`src/design/lfps_pkg.sv`:
```
// ----------------------------------------------------------------------------
// lfps_pkg
// Shared types and constants of the LED frame PWM scanner.
// ----------------------------------------------------------------------------
package lfps_pkg;

  // Chain size and frame store layout (one row of six colour bytes per board)
  localparam int MAX_BOARDS = 128;
  localparam int LANES      = 6;
  localparam int ROW_W      = (MAX_BOARDS > 1) ? $clog2(MAX_BOARDS) : 1;
  localparam int PTR_ROW_W  = $clog2(MAX_BOARDS + 1);
  localparam int LANE_W     = $clog2(LANES);

  // Request kinds
  localparam logic REQ_RX   = 1'b0;
  localparam logic REQ_SCAN = 1'b1;

  // Byte that returns the write pointer to the start
  localparam logic [7:0] RESET_BYTE = 8'h42;

  // Chain length after reset
  localparam logic [7:0] CHAIN_LEN_RESET = 8'd83;

  // Colour masks of one nibble
  localparam logic [3:0] MASK_RED   = 4'hC;
  localparam logic [3:0] MASK_GREEN = 4'h2;
  localparam logic [3:0] MASK_BLUE  = 4'h1;

  // Output bits set by each colour byte of a board; lane 0 is the last entry
  localparam logic [LANES-1:0][7:0] LANE_MASK = {
    {4'h0, MASK_BLUE}, {4'h0, MASK_GREEN}, {4'h0, MASK_RED},
    {MASK_BLUE, 4'h0}, {MASK_GREEN, 4'h0}, {MASK_RED, 4'h0}
  };

  // Dither threshold per PWM phase
  localparam logic [15:0][7:0] DITHER = {
    8'd248, 8'd120, 8'd184, 8'd56, 8'd216, 8'd88, 8'd152, 8'd24,
    8'd232, 8'd104, 8'd168, 8'd40, 8'd200, 8'd72, 8'd136, 8'd8
  };

  // Requests from the scheduler to the frame store
  typedef struct packed {
    logic             wr_en;
    logic [7:0]       wr_data;
    logic             rd_en;
    logic [ROW_W-1:0] rd_row;
  } store_req_t;

  // Registered read data of one row, with the lanes that were ever written
  typedef struct packed {
    logic [LANES-1:0][7:0] data;
    logic [LANES-1:0]      ok;
  } store_rsp_t;

endpackage

```
`src/design/lfps_if.sv`:
```
// ----------------------------------------------------------------------------
// lfps_if
// Valid/ready channels of the LED frame PWM scanner.
// ----------------------------------------------------------------------------
interface lfps_req_if;
  logic       valid;
  logic       ready;
  logic       req_type;
  logic [7:0] rx_byte;

  modport source (output valid, output req_type, output rx_byte, input ready);
  modport sink   (input valid, input req_type, input rx_byte, output ready);
endinterface

interface lfps_res_if;
  logic       valid;
  logic       ready;
  logic [7:0] shift_byte;
  logic       latch;

  modport source (output valid, output shift_byte, output latch, input ready);
  modport sink   (input valid, input shift_byte, input latch, output ready);
endinterface

```
`src/design/lfps_sched.sv`:
```
// ----------------------------------------------------------------------------
// lfps_sched
// Scan sequencer: pass and PWM phase state, store write and read issue,
// threshold compare and the output register.
// ----------------------------------------------------------------------------
module lfps_sched (
  input  logic                 clk,
  input  logic                 rst,
  input  logic [7:0]           chain_len,
  lfps_req_if.sink             req,
  lfps_res_if.source           res,
  output lfps_pkg::store_req_t store_req,
  input  lfps_pkg::store_rsp_t store_rsp
);

  logic [3:0]                 phase;
  logic [lfps_pkg::ROW_W-1:0] board;
  logic                       pass_active;

  logic                       s1_valid;
  logic [7:0]                 s1_thr;
  logic                       s1_last;

  logic                       out_free;
  logic                       take;
  logic                       scan_fire;
  logic [lfps_pkg::ROW_W-1:0] first_row;
  logic [lfps_pkg::ROW_W-1:0] row;
  logic [3:0]                 phase_use;
  logic [7:0]                 shift_next;
  logic [7:0]                 colour;

  // Accept while the read stage can move on
  assign out_free  = !res.valid || res.ready;
  assign req.ready = !s1_valid || out_free;
  assign take      = req.valid && req.ready;
  assign scan_fire = take && (req.req_type == lfps_pkg::REQ_SCAN);

  // First board of a pass, from the clamped chain length
  always_comb begin
    if (chain_len == 8'd0) begin
      first_row = '0;
    end else if (int'(chain_len) > lfps_pkg::MAX_BOARDS) begin
      first_row = lfps_pkg::ROW_W'(lfps_pkg::MAX_BOARDS - 1);
    end else begin
      first_row = lfps_pkg::ROW_W'(chain_len - 8'd1);
    end
  end

  assign row       = pass_active ? board : first_row;
  assign phase_use = pass_active ? phase : phase + 4'd1;

  // Issue the store access
  always_comb begin
    store_req.wr_en   = take && (req.req_type == lfps_pkg::REQ_RX);
    store_req.wr_data = req.rx_byte;
    store_req.rd_en   = scan_fire;
    store_req.rd_row  = row;
  end

  // Step the pass
  always_ff @(posedge clk) begin
    if (rst) begin
      phase       <= '0;
      board       <= '0;
      pass_active <= 1'b0;
    end else if (scan_fire) begin
      phase       <= phase_use;
      board       <= row - 1'b1;
      pass_active <= (row != '0);
    end
  end

  // Read stage: carry threshold and latch alongside the RAM read
  always_ff @(posedge clk) begin
    if (rst) begin
      s1_valid <= 1'b0;
    end else if (scan_fire) begin
      s1_valid <= 1'b1;
    end else if (out_free) begin
      s1_valid <= 1'b0;
    end
  end

  always_ff @(posedge clk) begin
    if (scan_fire) begin
      s1_thr  <= lfps_pkg::DITHER[phase_use];
      s1_last <= (row == '0);
    end
  end

  // Compare each colour byte against the threshold
  always_comb begin
    shift_next = '0;
    colour     = '0;
    for (int l = 0; l < lfps_pkg::LANES; l++) begin
      colour = store_rsp.ok[l] ? store_rsp.data[l] : 8'd0;
      if (colour > s1_thr) begin
        shift_next = shift_next | lfps_pkg::LANE_MASK[l];
      end
    end
  end

  // Output register
  always_ff @(posedge clk) begin
    if (rst) begin
      res.valid <= 1'b0;
    end else if (out_free) begin
      res.valid <= s1_valid;
    end
  end

  always_ff @(posedge clk) begin
    if (out_free && s1_valid) begin
      res.shift_byte <= shift_next;
      res.latch      <= s1_last;
    end
  end

endmodule

```
`src/flat_wrapper.sv`:
```
// flat-port wrapper written by rule: the top's interface ports become plain ports
module lfps_sched_flat 
  (clk, rst, chain_len, store_req, store_rsp, req_valid, req_req_type, req_rx_byte, req_ready, res_valid, res_shift_byte, res_latch, res_ready);
  lfps_req_if req_i ();
  lfps_res_if res_i ();
  input  logic clk;
  input  logic rst;
  input  logic [7:0] chain_len;
  output lfps_pkg::store_req_t store_req;
  input  lfps_pkg::store_rsp_t store_rsp;
  input wire logic [$bits(req_i.valid)-1:0] req_valid;
  input wire logic [$bits(req_i.req_type)-1:0] req_req_type;
  input wire logic [$bits(req_i.rx_byte)-1:0] req_rx_byte;
  output wire logic [$bits(req_i.ready)-1:0] req_ready;
  output wire logic [$bits(res_i.valid)-1:0] res_valid;
  output wire logic [$bits(res_i.shift_byte)-1:0] res_shift_byte;
  output wire logic [$bits(res_i.latch)-1:0] res_latch;
  input wire logic [$bits(res_i.ready)-1:0] res_ready;
  assign req_i.valid = req_valid;
  assign req_i.req_type = req_req_type;
  assign req_i.rx_byte = req_rx_byte;
  assign req_ready = req_i.ready;
  assign res_valid = res_i.valid;
  assign res_shift_byte = res_i.shift_byte;
  assign res_latch = res_i.latch;
  assign res_i.ready = res_ready;
  lfps_sched u_core (.clk(clk), .rst(rst), .chain_len(chain_len), .req(req_i), .res(res_i), .store_req(store_req), .store_rsp(store_rsp));
endmodule
```
`config.mk`:
```
export PLATFORM = sky130hd
export DESIGN_NAME = lfps_sched_flat
export DESIGN_NICKNAME = d
export VERILOG_FILES = /design/src/design/lfps_pkg.sv /design/src/design/lfps_if.sv /design/src/design/lfps_sched.sv /design/src/flat_wrapper.sv
export SDC_FILE = /design/constraint.sdc
export NUM_CORES = 1
export LEC_CHECK = 0
export ABC_AREA = 1
export ABC_CLOCK_PERIOD_IN_PS = 2400
export BUFFER_PORTS_ARGS = -buffer_cell sky130_fd_sc_hd__buf_2
export CORE_ASPECT_RATIO = 0.7
export CORE_MARGIN = 1
export CORE_UTILIZATION = 40
export CTS_BUF_LIST = sky130_fd_sc_hd__clkbuf_16
export DETAILED_ROUTE_END_ITERATION = 16
export MAX_ROUTING_LAYER = met4
export PLACE_DENSITY = 0.7
export SYNTH_ARGS = -nofsm -noshare
export SYNTH_HDL_FRONTEND = slang
export SYNTH_SLANG_ARGS = --single-unit
```
`constraint.sdc`:
```
create_clock -name clk -period 2.4 [get_ports clk]
set_input_delay 0.48 -clock clk [delete_from_list [all_inputs] [get_ports clk]]
set_output_delay 0.48 -clock clk [all_outputs]
set_load 0.02 [all_outputs]
```
==> flow_summary.json <==
{
  "tightest_slew_ns": 0.457,
  "hold_viol": 0,
  "cp_max_fo": 5,
  "cts.sinks": 26,
  "cts_made_buffers": 3,
  "skew_ns": 0.00415,
  "fin_crit_sh_pct": 92.3,
  "die_area_sq_mm": 0.00589,
  "timing.critical_path.to": "store_req[6]",
  "cellInternalPower_uw": 853,
  "grt_pass1_wl_mm": 7.80,
  "dp_slack_ns": 0.101,
  "vdd_drop_max_mv": 0.313,
  "cp.depth": 12,
  "grt.overflow.total": 0,
  "p_per_area_mw_per_mm2": 436,
  "crit_path_start_kind": "input port",
  "cts_tree": "yes",
  "status": "completed",
  "drt_wl_total_mm": 4.66,
  "fp.dieH_microns": 64.5,
  "syn-num-nets": 402,
  "grt_max_degree": 23,
  "cp_data_required_time_ns": 1.92,
  "ys_types": 29,
  "syn_avg_cell_area_sq_um": 7.47,
  "die_w_microns": 91.3,
  "clockBufferDepth": 2,
  "layout.nets": 486,
  "clock_latency_ns": 0.26,
  "setup_slack_ns": 0.185,
  "p_switching_uw": 353,
  "drv_cap": 0,
  "cp_top_family": "buffers and inverters",
  "synth_top_area_share_pct": 16.1,
  "grt_pass1_vias": 1822,
  "cts_resized": 0,
  "antenna_left": 0,
  "worstReg2RegStart": "u_core.s1_thr[5]",
  "drive_above_1_share_pct": 29.4,
  "via_count": 2149,
  "syn2layout_area_growth_pct": 23.7,
  "antenna_found_initial": 0,
  "hpwl_mm": 3.95,
  "cts_htree_levels": 1,
  "cp_num_buf_inv": 6,
  "regArea_sq_um": 641,
  "syn_inst": 299,
  "core_sq_mm": 0.00531,
  "worstRegToRegCells": 6,
  "cpPeakStageDelay_ns": 0.18,
  "via_per_inst": 4.74,
  "crit_slowest_cell": "ha_1",
  "worstSetupEndpointType": "primary output",
  "swShare_pct": 29.2,
  "timing.fmax_mhz": 452,
  "r2r-end": "u_core.res.shift_byte[1]",
  "fin_tns_setup_ns": 0,
  "p_seq_share_pct": 42.0,
  "wl_per_cell_microns": 10.3,
  "crit_type": "input port to primary output",
  "gp_congestion": 0.821,
  "multi_input_area_sq_mm": 0.00128,
  "rows": 22,
  "yosys_warnings": 0,
  "leakage_uw": 0.00154,
  "grt.total_usage_pct": 16.8,
  "firstDrtPassIters": 4,
  "post_cts_buffers": 0,
  "nFillCells": 520,
  "synthTopCellsByArea": "edfxtp_1 (16%), ha_1 (16%), dfxtp_1 (13%)",
  "combinationalPowerShare_pct": 28.2,
  "fin_crit_ns": 2.21,
  "p_clk_share_pct": 29.8,
  "clk_pin_slew_ns": 0.06,
  "reg2reg_setup_slack_ns": 0.59,
  "clock_tree.root_cell": "clkbuf_16",
  "arrival_ns": 1.73,
  "worstPathCellList": "buf_2 -> inv_1 -> buf_4 -> ha_1 -> nand2_1 -> inv_1 -> nand2_1 -> nand2_1 -> nand3_1 -> a22oi_1 -> inv_1 -> buf_2",
  "ctsHoldBuffers": 0,
  "hold_path_class": "flop to flop",
  "ys_ff_latch": 26,
  "final_max_slew_viol_count": 0,
  "rsz0062_at_grt": "no",
  "drc": 0,
  "diodes": 0,
  "synth_top_area_cell": "edfxtp_1",
  "drt_iter0_drc": 124,
  "synth_area_sq_mm": 0.00223,
  "initial_utilization_pct": 42.1,
  "pin_count": 103,
  "port_buffers": 86,
  "setup_viol": 0,
  "ys_seq_area_share_pct": 28.7,
  "crit_start": "chain_len[0]",
  "relSlewSlack_pct": 69.5
}
[layer usage]
metal	up-vias	global-route usage, %	routed length, microns
li1	1140	-	-
met1	953	22.9	2400
met2	52	25.7	2000
met3	4	3.40	226
met4	0	4.17	32
met5	-	-	0
[through the flow]
| step | hold WS [ns] | power, uW | std cells | util, % | area, sq um |
|---|---|---|---|---|---|
| 4_1_cts | 0.422 | 1220 | 453 | 52.0 | 2770 |
| 2_1_floorplan | 0.400 | 750 | 299 | - | 2230 |
| 5_1_grt | 0.445 | 1290 | 453 | 52.0 | 2770 |
| 3_5_place_dp | 0.406 | 859 | 450 | 50.6 | 2690 |
| 6_report | 0.419 | 1210 | 453 | 52.0 | 2770 |
| 3_3_place_gp | 0.401 | 849 | 450 | 50.6 | 2690 |
[synthesized netlist by cell type (all sizes together)]
master and number:
a2111oi 6, a211oi 1, a21oi 22, a22oi 2, a31oi 1, buf 11
clkbuf 2, clkinv 1, dfxtp 14, edfxtp 12, ha 28, inv 52
nand2 75, nand3 13, nand3b 1, nand4 9, nor2 24, nor3 8
o21a 2, o21ai 11, xnor2 2, xor2 2
[how the worst min path moves through the flow]
stage	from	to	cells after the start
after floorplan	u_core.s1_last	u_core.res.latch	0
after global placement	u_core.s1_last	u_core.res.latch	0
after detailed placement	u_core.s1_last	u_core.res.latch	0
after CTS	u_core.s1_last	u_core.res.latch	0
after global routing	u_core.s1_last	u_core.res.latch	0
final	u_core.s1_last	u_core.res.latch	0
[worst reg2reg max path, delay by kind of cell, from the launching register on]
family / cells / cell delay (ns)
simple gates: 1 / 0.05
compound gates: 3 / 0.59
flops: 1 / 0.38
fa+ha+maj: 1 / 0.29
buf+inv: 1 / 0.23
[cell usage in the layout (no fill, tap or decap)]
| cell type | count |
|---|---|
| a2111oi_0 | 6 |
| a211oi_1 | 1 |
| a21oi_1 | 22 |
| a22oi_1 | 1 |
| a22oi_2 | 1 |
| a31oi_1 | 1 |
| buf_2 | 86 |
| buf_4 | 6 |
| clkbuf_16 | 3 |
| clkinv_1 | 1 |
| dfxtp_1 | 14 |
| edfxtp_1 | 12 |
| ha_1 | 28 |
| inv_1 | 52 |
| nand2_1 | 68 |
| nand2_2 | 4 |
| nand2_4 | 3 |
| nand3_1 | 11 |
| nand3_2 | 1 |
| nand3_4 | 1 |
| nand3b_1 | 1 |
| nand4_1 | 9 |
| nor2_1 | 17 |
| nor2_2 | 2 |
| nor2_4 | 5 |
| nor3_1 | 8 |
| o21a_1 | 2 |
| o21ai_0 | 11 |
| xnor2_1 | 2 |
| xor2_1 | 2 |
[logic make-up (layout without fill, tap and decap cells)]
logic type	after synthesis	count (layout)	share of synthesized area (%)
xor+xnor	4	4	1.57
flops	26	26	28.7
buf+inv	66	148	13.8
compound gates	45	45	11.9
simple gates	130	130	28.3
fa+ha+maj	28	28	15.7
[power by group through the flow]
stage	Clock, uW	Combinational, uW	Sequential (uW)
after floorplan	0	232	518
after global placement	0	334	515
after detailed placement	0	342	516
after CTS	370	344	507
after global routing	390	388	510
final	359	340	507
[cell type report]
class / count / share of cell area, %
flip-flops and latches: 26 / 23.2
repair buffers: 92 / 17.2
inverters: 53 / 7.19
multi-input cells: 207 / 46.5
well taps: 72 / 3.26
clock buffers: 3 / 2.71
[state kept, by name (all words and copies together), names as in the netlist]
signal	flops
u_core.board	7
u_core.res.shift_byte	6
u_core.phase	4
u_core.s1_thr	4
u_core.pass_active	1
u_core.res.latch	1
u_core.res.valid	1
u_core.s1_last	1
u_core.s1_valid	1
Note: power is estimated with default switching activity, not from simulation.
